### config.mk
export PLATFORM = sky130hd
export DESIGN_NAME = polar_points_bounding_box
export DESIGN_NICKNAME = d
export VERILOG_FILES = /design/src/rtl/ppbb_pkg.sv /design/src/rtl/ppbb_dpath.sv /design/src/rtl/ppbb_ctrl.sv /design/src/rtl/polar_points_bounding_box.sv
export VERILOG_INCLUDE_DIRS = /design/src /design/src/rtl
export SDC_FILE = /design/constraint.sdc
export NUM_CORES = 2
export LEC_CHECK = 0
export BUFFER_PORTS_ARGS = -buffer_cell sky130_fd_sc_hd__buf_2
export CAP_MARGIN = 20
export CORE_MARGIN = 1
export CORE_UTILIZATION = 55
export CTS_CLUSTER_DIAMETER = 60
export CTS_CLUSTER_SIZE = 16
export DETAILED_ROUTE_END_ITERATION = 6
export PLACE_DENSITY = 0.76
export REMOVE_ABC_BUFFERS = 1
export SYNTH_ARGS = -nofsm -noshare
export SYNTH_HDL_FRONTEND = slang
export SYNTH_SLANG_ARGS = --single-unit
### constraint.sdc
create_clock -name clock -period 9.3 [get_ports clock]
set_input_delay 0.465 -clock clock [delete_from_list [all_inputs] [get_ports clock]]
set_output_delay 0.465 -clock clock [all_outputs]
set_load 0.05 [all_outputs]
### src/rtl/polar_points_bounding_box_assert.svh
// Assertion macros shared by the bounding box RTL.
// Both macros sample on the rising edge of clock and stand down while reset is high.
`ifndef POLAR_POINTS_BOUNDING_BOX_ASSERT_SVH
`define POLAR_POINTS_BOUNDING_BOX_ASSERT_SVH

// Check that cons holds in the same cycle as ante.
`define PPBB_ASSERT_NOW(label, ante, cons, msg) \
   label: assert property (@(posedge clock) disable iff (reset) (ante) |-> (cons)) \
      else $error(msg);

// Check that cons holds in the cycle after ante.
`define PPBB_ASSERT_NEXT(label, ante, cons, msg) \
   label: assert property (@(posedge clock) disable iff (reset) (ante) |=> (cons)) \
      else $error(msg);

`endif

### src/rtl/ppbb_pkg.sv
package ppbb_pkg;

   // Angle arithmetic in Q9.7 degrees
   localparam int TURN    = 46080;
   localparam int QUARTER = 11520;
   localparam int EIGHTH  = 5760;

   // 1/K of the CORDIC gain in Q0.30
   localparam int KINV = 652032874;

   // Arctangent table size and index width
   localparam int ATAN_COUNT = 24;
   localparam int IDX_W      = 5;
   localparam int ATAN_W     = 22;

   typedef struct packed {
      logic signed [16:0] angle_deg;
      logic signed [23:0] radius;
      logic               last_point;
   } req_item_type;

   typedef struct packed {
      logic signed [23:0] min_x;
      logic signed [23:0] max_x;
      logic signed [23:0] min_y;
      logic signed [23:0] max_y;
   } rsp_item_type;

   // Commands from the controller to the datapath
   typedef struct packed {
      logic             load;
      logic             start;
      logic             step;
      logic             fin;
      logic             update;
      logic             emit;
      logic [IDX_W-1:0] step_idx;
   } cmd_type;

   // Status from the datapath to the controller
   typedef struct packed {
      logic last_point;
   } stat_type;

   // atan(2^-i) in degrees, scaled by 2^16, rounded to nearest
   function automatic logic [ATAN_W-1:0] atan_lut(input logic [IDX_W-1:0] idx);
      logic [ATAN_W-1:0] v;
      case (idx)
         5'd0:    v = 22'd2949120;
         5'd1:    v = 22'd1740967;
         5'd2:    v = 22'd919879;
         5'd3:    v = 22'd466945;
         5'd4:    v = 22'd234379;
         5'd5:    v = 22'd117304;
         5'd6:    v = 22'd58666;
         5'd7:    v = 22'd29335;
         5'd8:    v = 22'd14668;
         5'd9:    v = 22'd7334;
         5'd10:   v = 22'd3667;
         5'd11:   v = 22'd1833;
         5'd12:   v = 22'd917;
         5'd13:   v = 22'd458;
         5'd14:   v = 22'd229;
         5'd15:   v = 22'd115;
         5'd16:   v = 22'd57;
         5'd17:   v = 22'd29;
         5'd18:   v = 22'd14;
         5'd19:   v = 22'd7;
         5'd20:   v = 22'd4;
         5'd21:   v = 22'd2;
         5'd22:   v = 22'd1;
         default: v = 22'd0;
      endcase
      return v;
   endfunction

endpackage

### src/rtl/ppbb_dpath.sv
module ppbb_dpath (
   input  logic                   clock,
   input  logic                   reset,
   input  ppbb_pkg::cmd_type      cmd,
   input  ppbb_pkg::req_item_type req_item,
   output ppbb_pkg::stat_type     stat,
   output ppbb_pkg::rsp_item_type rsp_item
);

   localparam logic signed [18:0] TURN_W    = 19'(ppbb_pkg::TURN);
   localparam logic [15:0]        EIGHTH_W  = 16'(ppbb_pkg::EIGHTH);
   localparam logic [15:0]        QUARTER_W = 16'(ppbb_pkg::QUARTER);
   localparam logic signed [30:0] KINV_W    = 31'(ppbb_pkg::KINV);

   // Round to Q15.8 and clamp
   function automatic logic signed [23:0] finish(input logic signed [41:0] v);
      logic signed [41:0] s;
      logic signed [25:0] r;
      logic signed [23:0] o;
      s = v + 42'sd32768;
      r = s[41:16];
      if (r > 26'sd8388607) begin
         o = 24'sh7FFFFF;
      end else if (r < -26'sd8388608) begin
         o = 24'sh800000;
      end else begin
         o = r[23:0];
      end
      return o;
   endfunction

   logic signed [54:0] prod_ff, prod_in;
   logic        [1:0]  quad_ff, quad_in;
   logic signed [24:0] z_ff, z_in;
   logic               last_ff, last_in;
   logic signed [41:0] x_ff, x_in;
   logic signed [41:0] y_ff, y_in;
   logic signed [23:0] fx_ff, fx_in;
   logic signed [23:0] fy_ff, fy_in;
   logic signed [23:0] low_x_ff, low_x_in, high_x_ff, high_x_in;
   logic signed [23:0] low_y_ff, low_y_in, high_y_ff, high_y_in;
   logic               empty_ff, empty_in;
   ppbb_pkg::rsp_item_type rsp_item_ff, rsp_item_in;

   logic signed [18:0] ang_w;
   logic signed [18:0] mod_w;
   logic        [15:0] mod_u;
   logic signed [16:0] res_w;
   logic        [1:0]  quad_w;
   logic signed [54:0] rsum;
   logic signed [41:0] r0;
   logic signed [41:0] dx, dy;
   logic signed [24:0] atan_w;

   // Reduce the angle into one turn, then into a quadrant and a residual within an eighth turn
   always_comb begin
      ang_w = {{2{req_item.angle_deg[16]}}, req_item.angle_deg};
      if (ang_w < -TURN_W) begin
         mod_w = ang_w + (TURN_W <<< 1);
      end else if (ang_w < 19'sd0) begin
         mod_w = ang_w + TURN_W;
      end else if (ang_w >= TURN_W) begin
         mod_w = ang_w - TURN_W;
      end else begin
         mod_w = ang_w;
      end
      mod_u = mod_w[15:0];
      if (mod_u < EIGHTH_W) begin
         quad_w = 2'd0;
         res_w  = $signed({1'b0, mod_u});
      end else if (mod_u < EIGHTH_W + QUARTER_W) begin
         quad_w = 2'd1;
         res_w  = $signed({1'b0, mod_u}) - $signed({1'b0, QUARTER_W});
      end else if (mod_u < EIGHTH_W + (QUARTER_W << 1)) begin
         quad_w = 2'd2;
         res_w  = $signed({1'b0, mod_u}) - $signed({1'b0, QUARTER_W << 1});
      end else if (mod_u < EIGHTH_W + 16'(3 * ppbb_pkg::QUARTER)) begin
         quad_w = 2'd3;
         res_w  = $signed({1'b0, mod_u}) - $signed({1'b0, 16'(3 * ppbb_pkg::QUARTER)});
      end else begin
         quad_w = 2'd0;
         res_w  = $signed({1'b0, mod_u}) - $signed({1'b0, 16'(ppbb_pkg::TURN)});
      end
   end

   always_comb begin
      rsum   = prod_ff + 55'sd8192;
      r0     = {rsum[54], rsum[54:14]};
      dx     = y_ff >>> cmd.step_idx;
      dy     = x_ff >>> cmd.step_idx;
      atan_w = $signed({3'b000, ppbb_pkg::atan_lut(cmd.step_idx)});
   end

   always_comb begin
      prod_in = prod_ff;
      quad_in = quad_ff;
      z_in    = z_ff;
      last_in = last_ff;
      x_in    = x_ff;
      y_in    = y_ff;
      fx_in   = fx_ff;
      fy_in   = fy_ff;
      if (cmd.load) begin
         prod_in = req_item.radius * KINV_W;
         quad_in = quad_w;
         z_in    = {{2{res_w[13]}}, res_w[13:0], 9'd0};
         last_in = req_item.last_point;
      end
      if (cmd.start) begin
         case (quad_in)
            2'd0: begin
               x_in = r0;
               y_in = '0;
            end
            2'd1: begin
               x_in = '0;
               y_in = r0;
            end
            2'd2: begin
               x_in = -r0;
               y_in = '0;
            end
            default: begin
               x_in = '0;
               y_in = -r0;
            end
         endcase
      end
      if (cmd.step) begin
         if (z_ff >= 25'sd0) begin
            x_in = x_ff - dx;
            y_in = y_ff + dy;
            z_in = z_ff - atan_w;
         end else begin
            x_in = x_ff + dx;
            y_in = y_ff - dy;
            z_in = z_ff + atan_w;
         end
      end
      if (cmd.fin) begin
         fx_in = finish(x_ff);
         fy_in = finish(y_ff);
      end
   end

   // Fold the point into the box; an empty set takes the point as its box
   always_comb begin
      low_x_in    = low_x_ff;
      high_x_in   = high_x_ff;
      low_y_in    = low_y_ff;
      high_y_in   = high_y_ff;
      empty_in    = empty_ff;
      rsp_item_in = rsp_item_ff;
      if (cmd.update) begin
         if (empty_ff) begin
            low_x_in  = fx_ff;
            high_x_in = fx_ff;
            low_y_in  = fy_ff;
            high_y_in = fy_ff;
         end else begin
            if (fx_ff < low_x_ff)  low_x_in  = fx_ff;
            if (fx_ff > high_x_ff) high_x_in = fx_ff;
            if (fy_ff < low_y_ff)  low_y_in  = fy_ff;
            if (fy_ff > high_y_ff) high_y_in = fy_ff;
         end
         empty_in = last_ff;
      end
      if (cmd.emit) begin
         rsp_item_in.min_x = low_x_in;
         rsp_item_in.max_x = high_x_in;
         rsp_item_in.min_y = low_y_in;
         rsp_item_in.max_y = high_y_in;
      end
   end

   always_ff @(posedge clock) begin
      prod_ff     <= prod_in;
      quad_ff     <= quad_in;
      z_ff        <= z_in;
      last_ff     <= last_in;
      x_ff        <= x_in;
      y_ff        <= y_in;
      fx_ff       <= fx_in;
      fy_ff       <= fy_in;
      low_x_ff    <= low_x_in;
      high_x_ff   <= high_x_in;
      low_y_ff    <= low_y_in;
      high_y_ff   <= high_y_in;
      rsp_item_ff <= rsp_item_in;
   end

   always_ff @(posedge clock) begin
      if (reset) begin
         empty_ff <= 1'b1;
      end else begin
         empty_ff <= empty_in;
      end
   end

   assign stat.last_point = last_ff;
   assign rsp_item        = rsp_item_ff;

endmodule

### src/rtl/ppbb_ctrl.sv
`include "polar_points_bounding_box_assert.svh"

module ppbb_ctrl #(
   parameter int CORDIC_STAGES = 16
) (
   input  logic               clock,
   input  logic               reset,
   input  logic               req_valid,
   output logic               req_ready,
   output logic               rsp_valid,
   input  logic               rsp_ready,
   input  ppbb_pkg::stat_type stat,
   output ppbb_pkg::cmd_type  cmd
);

   localparam int IW = ppbb_pkg::IDX_W;
   localparam int STAGES_EFF =
      (CORDIC_STAGES > ppbb_pkg::ATAN_COUNT) ? ppbb_pkg::ATAN_COUNT : CORDIC_STAGES;
   localparam logic [IW-1:0] LAST_IDX = IW'(STAGES_EFF - 1);

   localparam logic [2:0] S_IDLE  = 3'd0;
   localparam logic [2:0] S_START = 3'd1;
   localparam logic [2:0] S_ROT   = 3'd2;
   localparam logic [2:0] S_FIN   = 3'd3;
   localparam logic [2:0] S_UPD   = 3'd4;

   logic [2:0]    state_ff, state_in;
   logic [IW-1:0] cnt_ff, cnt_in;
   logic          rsp_valid_ff, rsp_valid_in;
   logic          out_free;

   assign out_free  = !rsp_valid_ff || rsp_ready;
   assign req_ready = (state_ff == S_IDLE);

   always_comb begin
      state_in     = state_ff;
      cnt_in       = cnt_ff;
      cmd          = '0;
      cmd.step_idx = cnt_ff;
      case (state_ff)
         S_IDLE: begin
            if (req_valid) begin
               cmd.load = 1'b1;
               state_in = S_START;
            end
         end
         S_START: begin
            cmd.start = 1'b1;
            cnt_in    = '0;
            state_in  = S_ROT;
         end
         S_ROT: begin
            cmd.step = 1'b1;
            if (cnt_ff == LAST_IDX) begin
               state_in = S_FIN;
            end else begin
               cnt_in = cnt_ff + IW'(1);
            end
         end
         S_FIN: begin
            cmd.fin  = 1'b1;
            state_in = S_UPD;
         end
         S_UPD: begin
            // Hold a last point until the output register can take its box
            if (!stat.last_point || out_free) begin
               cmd.update = 1'b1;
               cmd.emit   = stat.last_point;
               state_in   = S_IDLE;
            end
         end
         default: begin
            state_in = S_IDLE;
         end
      endcase
   end

   always_comb begin
      if (cmd.emit) begin
         rsp_valid_in = 1'b1;
      end else if (rsp_ready) begin
         rsp_valid_in = 1'b0;
      end else begin
         rsp_valid_in = rsp_valid_ff;
      end
   end

   always_ff @(posedge clock) begin
      if (reset) begin
         state_ff     <= S_IDLE;
         cnt_ff       <= '0;
         rsp_valid_ff <= 1'b0;
      end else begin
         state_ff     <= state_in;
         cnt_ff       <= cnt_in;
         rsp_valid_ff <= rsp_valid_in;
      end
   end

   assign rsp_valid = rsp_valid_ff;

   `PPBB_ASSERT_NEXT(a_accept_starts, req_valid && req_ready, state_ff == S_START, "accepted item did not start")
   `PPBB_ASSERT_NEXT(a_rot_exits, (state_ff == S_ROT) && (cnt_ff == LAST_IDX), state_ff == S_FIN, "rotation overran its stage count")
   `PPBB_ASSERT_NOW(a_emit_free, cmd.emit, !rsp_valid_ff || rsp_ready, "box emitted over a pending result")
   `PPBB_ASSERT_NEXT(a_emit_valid, cmd.emit, rsp_valid_ff, "emitted box not presented")

endmodule

### src/rtl/polar_points_bounding_box.sv
// Points go one at a time; a new one is accepted only after the last has passed through
//   load, start, the shared CORDIC stage iterating once per cycle, round and update.
// Result: the last point's update waits for a free output and registers box and rsp_valid.
// Reset: synchronous, active high; clears the controller, the output valid and marks the set
//   empty. Box and datapath registers hold no reset value.
module polar_points_bounding_box #(
   parameter int CORDIC_STAGES = 16
) (
   input  logic                   clock,
   input  logic                   reset,
   input  logic                   req_valid,
   output logic                   req_ready,
   input  ppbb_pkg::req_item_type req_item,
   output logic                   rsp_valid,
   input  logic                   rsp_ready,
   output ppbb_pkg::rsp_item_type rsp_item
);

   // Controller sequences one point at a time: accept, quarter-turn start, the CORDIC
   // iterations, rounding to Q15.8, then the box update.
   ppbb_pkg::cmd_type  cmd;
   ppbb_pkg::stat_type stat;

   // Drive the sequence and own both handshakes
   ppbb_ctrl #(
      .CORDIC_STAGES(CORDIC_STAGES)
   ) u_ctrl (
      .clock     (clock),
      .reset     (reset),
      .req_valid (req_valid),
      .req_ready (req_ready),
      .rsp_valid (rsp_valid),
      .rsp_ready (rsp_ready),
      .stat      (stat),
      .cmd       (cmd)
   );

   // Angle reduction, gain-corrected radius, rotation, rounding and the running box;
   // the output item register lets the next point start while a box waits to be taken
   ppbb_dpath u_dpath (
      .clock    (clock),
      .reset    (reset),
      .cmd      (cmd),
      .req_item (req_item),
      .stat     (stat),
      .rsp_item (rsp_item)
   );

endmodule
==> flow_summary.json <==
{
  "finClkSkew_ns": 0.0349,
  "synth_fa_ha_area_frac": 0.252,
  "post-dp-hpwl_um": 112000,
  "final-max-slew-violation-count": 0,
  "drt-initial-drc-count": 3157,
  "synthXorXnorAreaFrac": 0.0676,
  "hold_depth": 1,
  "final-setup-viol-count": 0,
  "min_period_ns": 7.66,
  "dr.pass1.iters": 6,
  "cts_root_buffer": "clkbuf_16",
  "multiInputGateArea_um2": 32900,
  "status": "finished clean",
  "core-area_um2": 85500,
  "synth-async-reset-ratio": 0,
  "crit_path_top_delay_cell": "dfxtp_4",
  "grt_max_degree": 83,
  "timing.fmax_ghz": 0.130,
  "layout_common_cells": "inv_1, ha_1, nand2_1",
  "post-cts-setup-buffers": 0,
  "crit_path_end_kind": "register",
  "hp-class": "primary input to register",
  "arrival_ns": 7.97,
  "finalHoldViolations": 0,
  "clk_path_buf_depth": 3,
  "clk_pin_slew_worst_paths_ns": 0.08,
  "synthFlopType": "edfxtp_1",
  "syn_avg_cell_area_um2": 9.77,
  "grt_setup_unrepaired": "no",
  "ys_seq_area_frac": 0.241,
  "final_common_cell": "inv_1",
  "grt.met2_usage": 0.536,
  "vias_per_cell": 6.20,
  "grt_pass1_vias": 37100,
  "crit_required_ns": 9.61,
  "clk_latency_ns": 0.61,
  "slowest_delay_ns": 0.89,
  "pre_cts_ws_ns": 1.57,
  "fin_util": 0.593,
  "yosysUniqueCellTypes": 113,
  "grtUsageMet3": 0.0581,
  "syn_area_um2": 47700,
  "ys_ff_latch": 426,
  "gr-total-overflow": 0,
  "synthMuxAreaShare": 0.112,
  "rrSetupSlack_ns": 1.64,
  "critPathKind": "register to register",
  "yosysWarnings": 0,
  "nets": 5725,
  "grt_usage": 0.322,
  "grt.busiest_layer": "met2",
  "reg2reg_from": "u_ctrl.cnt_ff[1]",
  "cts_buffers": 41,
  "numClockSinks": 426,
  "portBuffers": 143,
  "setup_ws_ns": 1.64,
  "synth_top_family_by_area": "adder cells",
  "synth-edff-count": 296,
  "wl_per_cell_um": 23.2,
  "drive_above_1_share": 0.131,
  "period_share": 0.824,
  "gp_congestion": 1.04,
  "tightest_slew_ns": 1.19,
  "r2r_cells": 22,
  "relSlewSlack": 0.208,
  "antenna_found_initial": 6,
  "grt_use_met1": 0.397,
  "rows": 107,
  "drc": 0,
  "start_util": 0.557,
  "seqCellArea_um2": 11500,
  "fillCellCount": 7292,
  "die_h_um": 296,
  "vias": 37600,
  "cts.htree.levels": 2,
  "area_growth_pct": 6.45,
  "crit_chain": "buf_12 -> mux4_2 -> mux2i_1 -> o22ai_1 -> a221oi_2 -> nand2_2 -> nor4b_4 -> nand3_2 -> o21ai_0 -> xor2_1 -> ha_1 -> nand2_1 -> nor2_1 -> nand4_1 -> a31oi_1 -> nor2_1 -> o311ai_0 -> a41oi_1 -> o211ai_1 -> a31oi_1 -> xor2_1 -> o21ai_0",
  "crit_fanout": 62,
  "die-width_um": 296,
  "grt_pass1_wl_um": 217000,
  "startpoint": "u_ctrl.cnt_ff[1]",
  "cts_hold_buf": 0,
  "routed_wirelength_um": 141000,
  "crit_path_end": "u_dpath.y_ff[38]",
  "synthSimpleGateAreaFrac": 0.113,
  "die_area_um2": 87800,
  "cts_tree": "built",
  "cts_resized": 0,
  "timing.rr.end": "u_dpath.y_ff[38]",
  "ant_nets": 0,
  "synth_compound_area_frac": 0.143,
  "crit_path_start_kind": "register",
  "ioPinCount": 144,
  "synthCells": 4880,
  "maxCapViolations": 0
}
[cells in the mapped netlist (131+ instances only)]
master / instances / area, um^2
nand2_1: 323 / 1210
fa_1: 298 / 5970
nor2_1: 244 / 916
ha_1: 484 / 6060
edfxtp_1: 296 / 8890
nand3_1: 131 / 656
o21ai_0: 249 / 1250
mux2_2: 134 / 1510
clkbuf_1: 137 / 514
xnor2_1: 206 / 1800
mux4_2: 133 / 3000
xor2_1: 162 / 1420
a21oi_1: 203 / 1020
inv_1: 600 / 2250
[stage by stage]
step / TNS (ns) / area (um^2) / std cells / hold slack [ns]
finish: 0 / 50700 / 6075 / 0.0369
global route: 0 / 50700 / 6074 / 0.0300
CTS: 0 / 50700 / 6070 / 0.0181
detailed placement: 0 / 49300 / 5994 / 0.484
global placement: 0 / 49300 / 5993 / 0.482
floorplan: -13.84 / 46600 / 4651 / 0.470
[worst min-delay path by stage]
stage                                        to             startpoint  slack, ns
after CTS                          u_dpath.stat            req_item[0]       0.02
after detailed placement   u_dpath.high_x_ff[3]   u_dpath.high_x_ff[3]       0.48
final                              u_dpath.stat            req_item[0]       0.04
after global placement    u_dpath.high_y_ff[18]  u_dpath.high_y_ff[18]       0.48
after global routing               u_dpath.stat            req_item[0]       0.03
after floorplan           u_dpath.high_y_ff[10]  u_dpath.high_y_ff[10]       0.47
[area by class of cell]
type                            instances  area share
Sequential cell                       426       0.227
Clock inverter                         20     0.00409
Antenna cell                            1   0.0000493
Inverter                              608      0.0450
Multi-Input combinational cell       3617       0.648
Tap cell                             1144      0.0282
Clock buffer                           56      0.0228
Timing Repair Buffer                  203      0.0250
[cell families (layout without fill, tap and decap cells)]
logic type	after synthesis	in the layout
AOI/OAI and AO/OA	1028	1028
xor gates and xnor gates	368	368
adders and majority gates	782	782
buffers and inverters	837	887
DFF	426	426
muxes	350	350
other	0	1
and+or+nand+nor	1089	1089
[registers in the layout, indices dropped and copies added, names as in the netlist]
signal	flops
u_ctrl.cnt_ff	5
u_ctrl.rsp_valid	1
u_ctrl.state_ff	3
u_dpath.atan_w	22
u_dpath.empty_ff	1
u_dpath.fx_ff	24
u_dpath.fy_ff	24
u_dpath.high_x_ff	24
u_dpath.high_y_ff	24
u_dpath.low_x_ff	24
u_dpath.low_y_ff	24
u_dpath.prod_ff	42
u_dpath.quad_ff	2
u_dpath.rsp_item	96
u_dpath.stat	1
u_dpath.x_ff	42
u_dpath.y_ff	42
u_dpath.z_ff	25
[critical path, delay by kind of cell (launching register included)]
| family | cells | cell delay [ns] |
|---|---|---|
| flip-flops | 1 | 0.89 |
| buffers and inverters | 1 | 0.43 |
| AO/OA/AOI/OAI | 9 | 2.96 |
| multiplexers | 2 | 1.01 |
| adder cells (fa/ha/maj) | 1 | 0.37 |
| AND/OR/NAND/NOR | 7 | 1.39 |
| XOR/XNOR | 2 | 0.23 |
[per-layer routing]
metal | share of wire | up-vias
li1 | - | 17400
met1 | 0.39 | 18300
met2 | 0.47 | 1603
met3 | 0.072 | 406
met4 | 0.061 | 6
met5 | 0.00054 | -
Power is left out: the tool's default activity adds up to more than one toggle a clock period on the data nets, which glitch-free logic cannot reach.
